===== src/sv/retransmit_queue_assert.svh =====
// assertion macros shared by the retransmit queue modules
`ifndef RETRANSMIT_QUEUE_ASSERT_SVH
`define RETRANSMIT_QUEUE_ASSERT_SVH
`ifndef SYNTHESIS
`define RQ_ASSERT_IMP(label, clk, rst, ante, cons) \
  label: assert property (@(posedge clk) disable iff (rst) (ante) |-> (cons)) \
    else $error("retransmit_queue: assertion failed");
`define RQ_ASSERT_NXT(label, clk, rst, ante, cons) \
  label: assert property (@(posedge clk) disable iff (rst) (ante) |=> (cons)) \
    else $error("retransmit_queue: assertion failed");
`else
`define RQ_ASSERT_IMP(label, clk, rst, ante, cons)
`define RQ_ASSERT_NXT(label, clk, rst, ante, cons)
`endif
`endif


===== src/sv/rq_pkg.sv =====
package rq_pkg;

  localparam int QUEUE_DEPTH_DEF = 16;
  localparam logic [31:0] RESEND_WAIT_RST = 32'd1000;

  localparam logic [2:0] ACT_ADD    = 3'd0;
  localparam logic [2:0] ACT_ACK    = 3'd1;
  localparam logic [2:0] ACT_RESEND = 3'd2;
  localparam logic [2:0] ACT_PREV   = 3'd3;
  localparam logic [2:0] ACT_LOOKUP = 3'd4;

  localparam logic [1:0] ST_DONE    = 2'd0;
  localparam logic [1:0] ST_MISS    = 2'd1;
  localparam logic [1:0] ST_IGNORED = 2'd2;
  localparam logic [1:0] ST_FULL    = 2'd3;

  typedef struct packed {
    logic [2:0]  action;
    logic [15:0] payload_handle;
    logic [15:0] payload_length;
    logic [31:0] packet_id;
    logic [31:0] now;
  } in_word_t;

  typedef struct packed {
    logic [1:0]  status;
    logic [31:0] entry_id;
    logic [15:0] entry_handle;
    logic [15:0] entry_length;
    logic [31:0] entry_last_time;
    logic [7:0]  entry_sends;
    logic [31:0] lowest_id;
  } out_word_t;

  typedef struct packed {
    logic [31:0] id;
    logic [15:0] handle;
    logic [15:0] length;
    logic [31:0] last_time;
    logic [7:0]  sends;
  } slot_t;

  typedef struct packed {
    logic load;
    logic add;
    logic scan_start;
    logic scan_run;
    logic ack_clear;
    logic skip;
    logic resend;
    logic finish;
  } dp_cmd_t;

  typedef struct packed {
    logic [2:0] action;
    logic       empty;
    logic       scan_done;
    logic       found;
    logic       head_settled;
    logic       out_free;
  } dp_stat_t;

endpackage


===== src/sv/rq_dp.sv =====
`include "retransmit_queue_assert.svh"
module rq_dp #(
  parameter int QUEUE_DEPTH = rq_pkg::QUEUE_DEPTH_DEF
) (
  input  logic              clk,
  input  logic              rst,
  input  rq_pkg::dp_cmd_t   cmd,
  output rq_pkg::dp_stat_t  stat,
  input  rq_pkg::in_word_t  in_data,
  input  logic              cfg_wr_en,
  input  logic [31:0]       cfg_wr_data,
  input  logic              out_stall,
  output logic              out_valid,
  output rq_pkg::out_word_t out_data
);

  localparam int IW = $clog2(QUEUE_DEPTH);
  localparam int CW = $clog2(QUEUE_DEPTH + 1);

  function automatic logic [IW-1:0] inc_idx(input logic [IW-1:0] x);
    inc_idx = (x == IW'(QUEUE_DEPTH - 1)) ? '0 : x + IW'(1);
  endfunction

  rq_pkg::slot_t     mem [QUEUE_DEPTH];
  rq_pkg::slot_t     rd_data;
  rq_pkg::in_word_t  item;
  rq_pkg::out_word_t res;
  rq_pkg::out_word_t res_init, out_next;
  logic [31:0]            resend_wait;
  logic [QUEUE_DEPTH-1:0] valid_bits;
  logic [IW-1:0]          head, tail, scan_addr, rd_slot, hit_slot, rd_addr;
  logic [CW-1:0]          scan_cnt, span, diff;
  logic [31:0]            next_id;
  logic                   rd_on, found, stopped;
  logic                   empty, full, issue, proc, match, find_mode, add_ok, rs_ok, due;
  logic                   mem_we;
  logic [IW-1:0]          mem_wa;
  rq_pkg::slot_t          mem_wd;
  logic [31:0]            due_time;

  assign empty = (head == tail) && !valid_bits[head];
  assign full  = (head == tail) && valid_bits[head];
  assign diff  = (tail >= head) ? CW'(tail) - CW'(head)
                                : CW'(tail) + CW'(QUEUE_DEPTH) - CW'(head);
  assign span  = empty ? '0 : ((diff == '0) ? CW'(QUEUE_DEPTH) : diff);

  assign issue     = cmd.scan_run && (scan_cnt < span);
  assign rd_addr   = cmd.scan_run ? scan_addr : head;
  assign find_mode = (item.action != rq_pkg::ACT_PREV);
  assign proc      = cmd.scan_run && rd_on && valid_bits[rd_slot] && !stopped && !found;
  assign match     = rd_data.id == item.packet_id;

  assign due_time = rd_data.last_time + resend_wait;
  assign due      = item.now > due_time;
  assign add_ok   = cmd.add && (item.payload_length != 16'd0) && !full;
  assign rs_ok    = cmd.resend && due;

  always_comb begin
    mem_we = add_ok || rs_ok;
    mem_wa = add_ok ? tail : head;
    if (add_ok) begin
      mem_wd = '{id: next_id, handle: item.payload_handle, length: item.payload_length,
                 last_time: item.now, sends: 8'd0};
    end else begin
      mem_wd = rd_data;
      mem_wd.last_time = item.now;
      mem_wd.sends = (rd_data.sends == 8'hFF) ? rd_data.sends : rd_data.sends + 8'd1;
    end
  end

  // fresh result word and the word handed out
  always_comb begin
    res_init = '0;
    res_init.status = (in_data.action > rq_pkg::ACT_LOOKUP) ? rq_pkg::ST_IGNORED
                                                            : rq_pkg::ST_MISS;
    out_next = res;
    out_next.lowest_id = empty ? next_id : rd_data.id;
  end

  always_ff @(posedge clk) begin
    if (mem_we) begin
      mem[mem_wa] <= mem_wd;
    end
    rd_data <= mem[rd_addr];
  end

  // control state
  always_ff @(posedge clk) begin
    if (rst) begin
      resend_wait <= rq_pkg::RESEND_WAIT_RST;
      valid_bits  <= '0;
      head        <= '0;
      tail        <= '0;
      next_id     <= '0;
      rd_on       <= 1'b0;
      found       <= 1'b0;
      stopped     <= 1'b0;
      scan_cnt    <= '0;
      out_valid   <= 1'b0;
    end else begin
      if (cfg_wr_en) begin
        resend_wait <= cfg_wr_data;
      end
      if (cmd.load) begin
        found   <= 1'b0;
        stopped <= 1'b0;
      end
      if (add_ok) begin
        valid_bits[tail] <= 1'b1;
        tail    <= inc_idx(tail);
        next_id <= next_id + 32'd1;
      end
      if (cmd.scan_start) begin
        scan_cnt <= '0;
        rd_on    <= 1'b0;
      end
      if (cmd.scan_run) begin
        rd_on <= issue;
        if (issue) begin
          scan_cnt <= scan_cnt + CW'(1);
        end
        if (proc) begin
          if (find_mode && match) begin
            found <= 1'b1;
          end
          if (!find_mode && (rd_data.id >= item.packet_id)) begin
            stopped <= 1'b1;
          end
        end
      end
      if (cmd.ack_clear) begin
        valid_bits[hit_slot] <= 1'b0;
      end
      if (cmd.skip && (head != tail) && !valid_bits[head]) begin
        head <= inc_idx(head);
      end
      if (cmd.finish) begin
        out_valid <= 1'b1;
      end else if (!out_stall) begin
        out_valid <= 1'b0;
      end
    end
  end

  // payload registers
  always_ff @(posedge clk) begin
    if (cmd.load) begin
      item <= in_data;
      res  <= res_init;
    end
    if (cmd.add) begin
      if (item.payload_length == 16'd0) begin
        res.status <= rq_pkg::ST_IGNORED;
      end else if (full) begin
        res.status <= rq_pkg::ST_FULL;
      end else begin
        res.status          <= rq_pkg::ST_DONE;
        res.entry_id        <= next_id;
        res.entry_handle    <= item.payload_handle;
        res.entry_length    <= item.payload_length;
        res.entry_last_time <= item.now;
        res.entry_sends     <= 8'd0;
      end
    end
    if (cmd.scan_start) begin
      scan_addr <= head;
    end
    if (issue) begin
      rd_slot   <= scan_addr;
      scan_addr <= inc_idx(scan_addr);
    end
    // lookup keeps the first match, previous keeps the last id below the target
    if (proc && ((find_mode && match) || (!find_mode && (rd_data.id < item.packet_id)))) begin
      hit_slot <= rd_slot;
      if (item.action != rq_pkg::ACT_ACK) begin
        res.status          <= rq_pkg::ST_DONE;
        res.entry_id        <= rd_data.id;
        res.entry_handle    <= rd_data.handle;
        res.entry_length    <= rd_data.length;
        res.entry_last_time <= rd_data.last_time;
        res.entry_sends     <= rd_data.sends;
      end
    end
    if (cmd.ack_clear) begin
      res.status <= rq_pkg::ST_DONE;
    end
    if (rs_ok) begin
      res.status          <= rq_pkg::ST_DONE;
      res.entry_id        <= rd_data.id;
      res.entry_handle    <= rd_data.handle;
      res.entry_length    <= rd_data.length;
      res.entry_last_time <= rd_data.last_time;
      res.entry_sends     <= rd_data.sends;
    end
    if (cmd.finish) begin
      out_data <= out_next;
    end
  end

  assign stat.action       = item.action;
  assign stat.empty        = empty;
  assign stat.scan_done    = (scan_cnt == span) && !rd_on;
  assign stat.found        = found;
  assign stat.head_settled = (head == tail) || valid_bits[head];
  assign stat.out_free     = !out_valid || !out_stall;

  `RQ_ASSERT_NXT(a_add_marks_slot, clk, rst, add_ok, valid_bits[$past(tail)])
  `RQ_ASSERT_NXT(a_finish_shows_word, clk, rst, cmd.finish, out_valid)
  `RQ_ASSERT_IMP(a_no_write_in_scan, clk, rst, cmd.scan_run, !mem_we)

endmodule


===== src/sv/rq_ctrl.sv =====
`include "retransmit_queue_assert.svh"
module rq_ctrl (
  input  logic             clk,
  input  logic             rst,
  input  logic             in_valid,
  output logic             in_stall,
  input  rq_pkg::dp_stat_t stat,
  output rq_pkg::dp_cmd_t  cmd
);

  typedef enum logic [9:0] {
    S_IDLE     = 10'b0000000001,
    S_DISPATCH = 10'b0000000010,
    S_ADD      = 10'b0000000100,
    S_SCAN     = 10'b0000001000,
    S_ACK      = 10'b0000010000,
    S_SKIP     = 10'b0000100000,
    S_RS_RD    = 10'b0001000000,
    S_RS_UPD   = 10'b0010000000,
    S_LOW_RD   = 10'b0100000000,
    S_DONE     = 10'b1000000000
  } state_t;

  state_t state, state_next;

  assign in_stall = (state != S_IDLE);

  always_comb begin
    state_next = state;
    cmd = '0;
    unique case (state)
      S_IDLE: begin
        if (in_valid) begin
          cmd.load = 1'b1;
          state_next = S_DISPATCH;
        end
      end
      S_DISPATCH: begin
        unique case (stat.action) inside
          rq_pkg::ACT_ADD: state_next = S_ADD;
          rq_pkg::ACT_ACK, rq_pkg::ACT_PREV, rq_pkg::ACT_LOOKUP: begin
            cmd.scan_start = 1'b1;
            state_next = S_SCAN;
          end
          rq_pkg::ACT_RESEND: state_next = stat.empty ? S_LOW_RD : S_RS_RD;
          default: state_next = S_LOW_RD;
        endcase
      end
      S_ADD: begin
        cmd.add = 1'b1;
        state_next = S_LOW_RD;
      end
      S_SCAN: begin
        cmd.scan_run = 1'b1;
        if (stat.scan_done) begin
          state_next = (stat.action == rq_pkg::ACT_ACK && stat.found) ? S_ACK : S_LOW_RD;
        end
      end
      S_ACK: begin
        cmd.ack_clear = 1'b1;
        state_next = S_SKIP;
      end
      S_SKIP: begin
        // head walks past freed slots one per cycle
        cmd.skip = 1'b1;
        if (stat.head_settled) begin
          state_next = S_LOW_RD;
        end
      end
      S_RS_RD:  state_next = S_RS_UPD;
      S_RS_UPD: begin
        cmd.resend = 1'b1;
        state_next = S_LOW_RD;
      end
      S_LOW_RD: state_next = S_DONE;
      S_DONE: begin
        if (stat.out_free) begin
          cmd.finish = 1'b1;
          state_next = S_IDLE;
        end
      end
      default: state_next = S_IDLE;
    endcase
  end

  always_ff @(posedge clk) begin
    if (rst) begin
      state <= S_IDLE;
    end else begin
      state <= state_next;
    end
  end

  `RQ_ASSERT_NXT(a_accept_dispatch, clk, rst, in_valid && !in_stall, state == S_DISPATCH)
  `RQ_ASSERT_IMP(a_finish_only_done, clk, rst, cmd.finish, state == S_DONE && stat.out_free)

endmodule


===== src/sv/retransmit_queue.sv =====
// path, accept to word out: an add passes DISPATCH, ADD, LOW_RD and DONE; a resend poll
// DISPATCH, RS_RD, RS_UPD, LOW_RD and DONE; a resend on an empty queue or an unknown action
// goes from DISPATCH to LOW_RD; lookup, previous and ack scan the span of live ring slots,
// and a matched ack then clears its slot and walks the head past the freed slots; no new
// word is accepted until the last is handed out, and a stalled output holds that word
// reset: synchronous, empties the queue, ids restart at 0, resend_wait returns to 1000
module retransmit_queue #(
  parameter int QUEUE_DEPTH = rq_pkg::QUEUE_DEPTH_DEF
) (
  input  logic              clk,
  input  logic              rst,
  input  logic              in_valid,
  output logic              in_stall,
  input  rq_pkg::in_word_t  in_data,
  output logic              out_valid,
  input  logic              out_stall,
  output rq_pkg::out_word_t out_data,
  input  logic              cfg_wr_en,
  input  logic [31:0]       cfg_wr_data
);

  rq_pkg::dp_cmd_t  cmd;
  rq_pkg::dp_stat_t stat;

  rq_ctrl u_ctrl (
    .clk      (clk),
    .rst      (rst),
    .in_valid (in_valid),
    .in_stall (in_stall),
    .stat     (stat),
    .cmd      (cmd)
  );

  rq_dp #(.QUEUE_DEPTH(QUEUE_DEPTH)) u_dp (
    .clk         (clk),
    .rst         (rst),
    .cmd         (cmd),
    .stat        (stat),
    .in_data     (in_data),
    .cfg_wr_en   (cfg_wr_en),
    .cfg_wr_data (cfg_wr_data),
    .out_stall   (out_stall),
    .out_valid   (out_valid),
    .out_data    (out_data)
  );

endmodule

===== config.mk =====
export PLATFORM = sky130hd
export DESIGN_NAME = retransmit_queue
export DESIGN_NICKNAME = d
export VERILOG_FILES = /design/src/sv/rq_pkg.sv /design/src/sv/rq_dp.sv /design/src/sv/rq_ctrl.sv /design/src/sv/retransmit_queue.sv
export VERILOG_INCLUDE_DIRS = /design/src /design/src/sv
export SDC_FILE = /design/constraint.sdc
export NUM_CORES = 2
export LEC_CHECK = 0
export CAP_MARGIN = 0
export CORE_MARGIN = 2
export CORE_UTILIZATION = 52
export CTS_CLUSTER_DIAMETER = 100
export CTS_CLUSTER_SIZE = 30
export DETAILED_ROUTE_END_ITERATION = 6
export DONT_BUFFER_PORTS = 1
export PLACE_DENSITY = 0.67
export SYNTH_ARGS = -nofsm -noshare
export SYNTH_HDL_FRONTEND = slang
export SYNTH_SLANG_ARGS = --single-unit

===== constraint.sdc =====
create_clock -name clk -period 8.8 [get_ports clk]
set_input_delay 1.32 -clock clk [delete_from_list [all_inputs] [get_ports clk]]
set_output_delay 1.32 -clock clk [all_outputs]
set_load 0.01 [all_outputs]

# Yosys cells after proc, flatten, opt, wreduce, memory -nomap -nowiden
# Memories as Yosys holds them, arrays and structs flattened. A register that Yosys moved wholly into a read port is not among the register bits.
# Cells that the tools add are included.
# Widths: inputs -> output; s select.
op_classes:
  addsub: 10
  n_lt_le_gt_ge: 12
  n_eq_ne: 30
  mux: 70
  bitwise_logic: 3
  n_reduce_logical: 42
op_table:
  columns: ["operator", "count"]
  rows:
  - ["$mux 104", 4]
  - ["$mux 106", 3]
  - ["$mux 138", 1]
  - ["$pmux 10 s9", 1]
  - ["$mux 16", 3]
  - ["$mux 10", 4]
  - ["$add 32x1->32 const B", 1]
  - ["$add 32x32->32", 1]
  - ["$eq 32x32->1", 1]
  - ["$ge 32x32->1", 1]
  - ["$gt 32x32->1", 1]
  - ["$lt 32x32->1", 1]
  - ["$mux 32", 1]
  - ["$mux 5", 6]
  - ["$pmux 10 s3", 1]
  - ["$mux 1", 29]
  - ["$mux 4", 7]
  - ["$logic_and 1x1->1", 20]
  - ["$lt 4x5->1 const B", 4]
  - ["$mux 9", 2]
  - ["$and 16x16->16", 1]
  - ["$logic_not 16->1", 1]
  - ["$not 16->16", 1]
  - ["$or 16x16->16", 1]
  - ["other kinds (46)", 71]
word_totals:
  ff_bits: 462
  ramBits: 1664
  inputBits: 136
  out_inout_bits: 140
  elab_cells: 200
  mem_count: 1
memory_table:
  columns: ["memory", "words", "width", "rd", "rd_ports_with_merged_regs", "wr", "line", "text"]
  rows:
  - ["u_dp.mem", 16, 104, 1, 1, 1, "rq_dp.sv:24", "rq_pkg::slot_t mem [QUEUE_DEPTH];"]

# Logic depth before layout (Yosys ltp)
logic_depth:
  depth_word: 10
  ltp_mapped: 22
  mapped_depth_nobuf: 20

# Cells and area by module
# Synthesis repeated with hierarchy kept, for this count alone.
unflattened:
  hier_cells: 4905
  area_unflattened_um2: 86681.9
modules_own_cells:
  columns: ["module", "n_inst", "cells_each", "area_each_um2", "seq_area_each_um2"]
  rows:
  - ["rq_dp", 1, 4821, 85982.5, 63591.0]
  - ["rq_ctrl", 1, 84, 699.4, 200.2]

# Least setup slack after synthesis
# Ideal clock, no wire load.
synth_path:
  path_type: "register to register"
  startpoint: "register u_dp.resend_wait[0]"
  endpoint: "memory u_dp.mem[14][0] in the netlist's numbering, enable pin"
  setup_ns: 0.568
  t_arrival_ns: 8.232
  required_time_ns: 8.232
  path_slack_ns: 0.000
  path_stages_with_launch: 21
  path_buffers: 0
  synth_period_minus_slack_ns: 8.800
  cell_sequence: "dfxtp_1 ha_1 inv_1 fa_1 nor2b_1 o31a_1 o21bai_1 a211oi_1 or3_1 a311o_1 a21oi_1 xor2_1 ha_1 nand3_1 or2_2 a311o_1 o211ai_1 a21o_1 and2_1 a31oi_1 nor2_1"
synth_between:
  elab_chain_cells: 6
synth_lines:
  columns: ["element", "line", "text"]
  rows:
  - ["start: declaration", "rq_dp.sv:29", "logic [31:0] resend_wait;"]
  - ["start signal: assignment", "rq_dp.sv:90", "resend_wait <= rq_pkg::RESEND_WAIT_RST;"]
  - ["start signal: assignment", "rq_dp.sv:102", "resend_wait <= cfg_wr_data;"]
  - ["$add 32x32->32", "rq_dp.sv:53", "assign due_time = rd_data.last_time + resend_wait;"]
  - ["$gt 32x32->1", "rq_dp.sv:54", "assign due = item.now > due_time;"]
  - ["$logic_and 1x1->1", "rq_dp.sv:56", "assign rs_ok = cmd.resend && due;"]
  - ["$logic_or 1x1->1", "rq_dp.sv:59", "mem_we = add_ok || rs_ok;"]
  - ["$mux 1", "rq_dp.sv:81", "if (mem_we) begin"]
  - ["$mux 1 (implied by the code)", "rq_dp.sv:82", "mem[mem_wa] <= mem_wd;"]
  - ["end: declaration", "rq_dp.sv:24", null]
# Every way passes these cells.

# Worst setup path after layout
layout_path:
  startpoint: "register u_dp.rd_data[11] (netlist name)"
  endpoint: "memory u_dp.mem[10][26] in the netlist's numbering, enable pin"
layout_between:
  elab_chain_cells: 6
layout_lines:
  columns: ["element", "line"]
  rows:
  - ["$add 32x32->32", "rq_dp.sv:53"]
  - ["$gt 32x32->1", "rq_dp.sv:54"]
  - ["$logic_and 1x1->1", "rq_dp.sv:56"]
  - ["$logic_or 1x1->1", "rq_dp.sv:59"]
  - ["$mux 1", "rq_dp.sv:81"]
  - ["$mux 1 (implied by the code)", "rq_dp.sv:82"]
# Every way passes these cells.

==> summary.md <==
| Metric | Value |
|---|---|
| Outcome | finished with violations |
| Failing checks | DRC |
| Layout cells sized above 1 | 6.97% |
| Clock latency on the worst-skew pair | 0.78 ns |
| Syn Area/Cell | 13.7 um^2 |
| Max Cap Violations | 0 |
| Leak | approximately 31 nW |
| Starting Density | a little over half |
| CP startpoint | u_dp.rd_data[11]$_DFF_P_ |
| Detailed Route WL | 219000 um |
| Crit start category | register |
| CTS Buffer Depth | 3 |
| Post-route cell area | around 90000 um^2 |
| Hold_buf cts | 0 |
| Clock root cell | clkbuf_16 |
| Post-synth EDFFs | 1913 |
| Area contributors post-synth | edfxtp_1 (66%), dfxtp_1 (7.3%), nand2_1 (6.5%) |
| Gr ovfl total | 0 |
| R2R depth | 18 |
| Post-synth top cells | edfxtp_1 (1913), nand2_1 (1509), nand3_1 (568), dfxtp_1 (317), a21oi_1 (299) |
| Post-synth top area share | approximately two thirds |
| Critical path type | register to register |
| Clock skew | 0.0610 ns |
| Power Density | 197 nW/um^2 |
| CTS tree | done |
| Final setup fails | 0 |
| Achievable Freq | 137 MHz |
| Post-synthesis async set-or-reset flop share | 0% |
| DP Area | 89800 um^2 |
| FF-to-FF Start | u_dp.rd_data[11]$_DFF_P_ |
| Clock-pin slew on the worst setup and hold paths | 0.12 ns |
| Dpl hpwl | 125000 um |
| Slew @ Worst Pin | around 1.2 ns |
| IO Pins | 276 |
| First-pass iteration count of the detailed router | 7 |
| Post-synth cell types | between 70 and 80 |
| Sum of negative setup slack | 0 ns |
| Tmin final | 7.29 ns |
| YS warnings | 0 |
| Avg Vias per Cell | 6.11 |
| Crit Path Max Fanout | 55 |
| Tcrit/Tclk final | between 80 and 90% |
| Sinks on Clock Net | 2230 |
| Crit Reg-Reg Endpoint | u_dp.mem[10][26]$_DFFE_PP_ |
| Post-cts sizing count | 0 |
| Peak VDD IR | 0.000195 V |
| CTS H-Tree Depth | 3 |
| Area growth, synth to finish | 6.11% |
| Number of global-route vias before repair | around 50000 |
| Crit path to | u_dp.mem[10][26]$_DFFE_PP_ |
| Rows | 150 |
| Die span in x | 413 um |
| Worst path arrival time | 7.71 ns |
| Fin. Hold Viols | 0 |
| CP required | ~9 ns |
| Worst min path class | register to register |
| Total Routing Usage GR | about a quarter |
| Num CTS Buffers | 87 |
| Final GP Congestion | 0.866 |
| Die height | between 400 and 500 um |
| Syn nets | between 6000 and 7000 |
| Routed WL per cell | 25.8 um |
| Drt first-iter violations | ~7000 |
| RSZ-0062 raised after global routing | false |
| FF-to-FF setup slack | ~1.5 ns |
| Drc violations | 2 |
| Core area | 167000 um^2 |
| Most numerous cell in the Yosys netlist | edfxtp_1 |
| Worst rel slew slack | 19.7% |
| Global-route wire length before repair | 322000 um |
| Pre-CTS setup slack | 1.68 ns |
| Register bit count reported by yosys | about 2200 |
| Post-CTS setup buffers | 0 |
| Leading area contributor after synthesis | edfxtp_1 |
| Register area share after synthesis | between 70% and 80% |
| Final nets | 6445 |
| Via Count | 51700 |
| Final worst slack | between 1.5 and 2 ns |
| HP Start | u_dp.out_next[105]$_DFF_P_ |
| Crit path capture type | register |
| Synth Cell Area | 87100 um^2 |
| Synth Flop Type | edfxtp_1 |
| Largest net degree at the start of global routing | 161 |
| Total power | 18.2 mW |
| Fin. max-slew vios | 0 |
| Initial antenna violation count | 10 |
| Instance count of the mapped netlist | about 6400 |
| Antenna Nets Post-Route | 0 |
| Die ar. | approximately 170000 um^2 |
| Port Buffers | 0 |
worst min-delay path by stage:
stage / cells past startpoint / endpoint
finish: 0 / u_dp.out_data[105]$_DFFE_PP_
global route: 0 / u_dp.out_data[103]$_DFFE_PP_
CTS: 0 / u_dp.out_data[105]$_DFFE_PP_
detailed placement: 0 / u_dp.out_data[49]$_DFFE_PP_
global placement: 0 / u_dp.out_data[73]$_DFFE_PP_
floorplan: 0 / u_dp.out_data[40]$_DFFE_PP_
metrics by stage:
stage               utilization, %  instances  hold slack (ns)
finish                        55.4       8473            0.431
global route                  55.4       8470            0.444
CTS                           55.4       8470            0.439
detailed placement            53.8       8309            0.417
global placement              53.8       8309            0.415
floorplan                        -       6358            0.408
worst max-delay path, cell delays in order, from the launching register on:
cell	delay, ns
dfxtp_1	0.34
ha_1	0.34
o21ai_0	0.14
o211ai_1	0.32
nand3_1	0.12
o211ai_1	0.32
a21oi_1	0.23
o21ai_0	0.64
nand3_1	0.15
o311a_1	0.16
ha_1	0.30
nand4_1	0.12
or3_1	0.44
nor4_1	0.77
a21o_1	0.26
and2_1	0.41
a31oi_1	0.41
nor2_4	0.95
buf_12	0.43
routing by layer:
metal	part of all wire, %	vias to the layer above	global-route usage [%]	wire length [um]
met1	42	26000	38.0	92900
met2	47	2357	39.7	103000
met3	8.4	216	3.14	18500
li1	-	23100	-	-
met4	2.0	2	5.64	4340
met5	0.0087	-	0	19
cell families (layout without fill, tap and decap cells):
group                    count (synthesis)  in the layout  synth area share, %
AO/OA/AOI/OAI                          759            759                 5.48
XOR/XNOR                                52             52                0.523
adder cells (fa/ha/maj)                115            115                 1.67
buffers and inverters                  439            347                 2.14
flip-flops                            2230           2230                 73.2
multiplexers                           208            208                 4.47
other                                    0              3                    0
AND/OR/NAND/NOR                       2555           2555                 12.5
registers in the layout, summed over array words and instances, names as in the netlist:
| signal | count |
|---|---|
| u_dp.rd_slot | 4 |
| u_dp.hit_slot | 4 |
| u_dp.item | 96 |
| u_dp.rd_data | 104 |
| u_dp.resend_wait | 32 |
| u_dp.valid_bits | 16 |
| u_dp.next_id | 32 |
| u_ctrl.state | 10 |
| u_dp.out_next | 106 |
| u_dp.rd_on | 1 |
| u_dp.stopped | 1 |
| u_dp.head | 4 |
| u_dp.mem | 1664 |
| u_dp.tail | 4 |
| u_dp.stat | 3 |
| u_dp.scan_addr | 4 |
| u_dp.out_valid | 1 |
| u_dp.found | 1 |
| u_dp.out_data | 138 |
| u_dp.scan_cnt | 5 |
where the power goes:
group,total (mW),switching (mW),internal (mW)
logic,0.966,0.727,0.239
clock network,5.14,3.18,1.96
registers,12.1,0.280,11.8
cell type report:
type	instances	area [um^2]
clock inverters	16	226
multi-input cells	3689	21800
repair buffers	111	1200
flip-flops and latches	2230	63800
inverters	75	287
clock buffers	145	2420
diodes	3	7.51
fillers	13100	74400
well taps	2204	2760
placed cells by master (no fill, tap or decap), types with 40 or more instances in the layout:
cell type,count
nor3_1,90
o221ai_1,40
clkbuf_16,88
a31oi_1,91
a21oi_1,297
a22oi_1,65
nand2_1,1504
nand3_1,568
dfxtp_1,317
o21ai_0,58
o22ai_1,67
clkbuf_1,57
buf_4,82
ha_1,113
edfxtp_1,1913
mux4_2,141
inv_1,74
and3_1,48
nor2_1,203
Power figures use the tool's default switching activity.
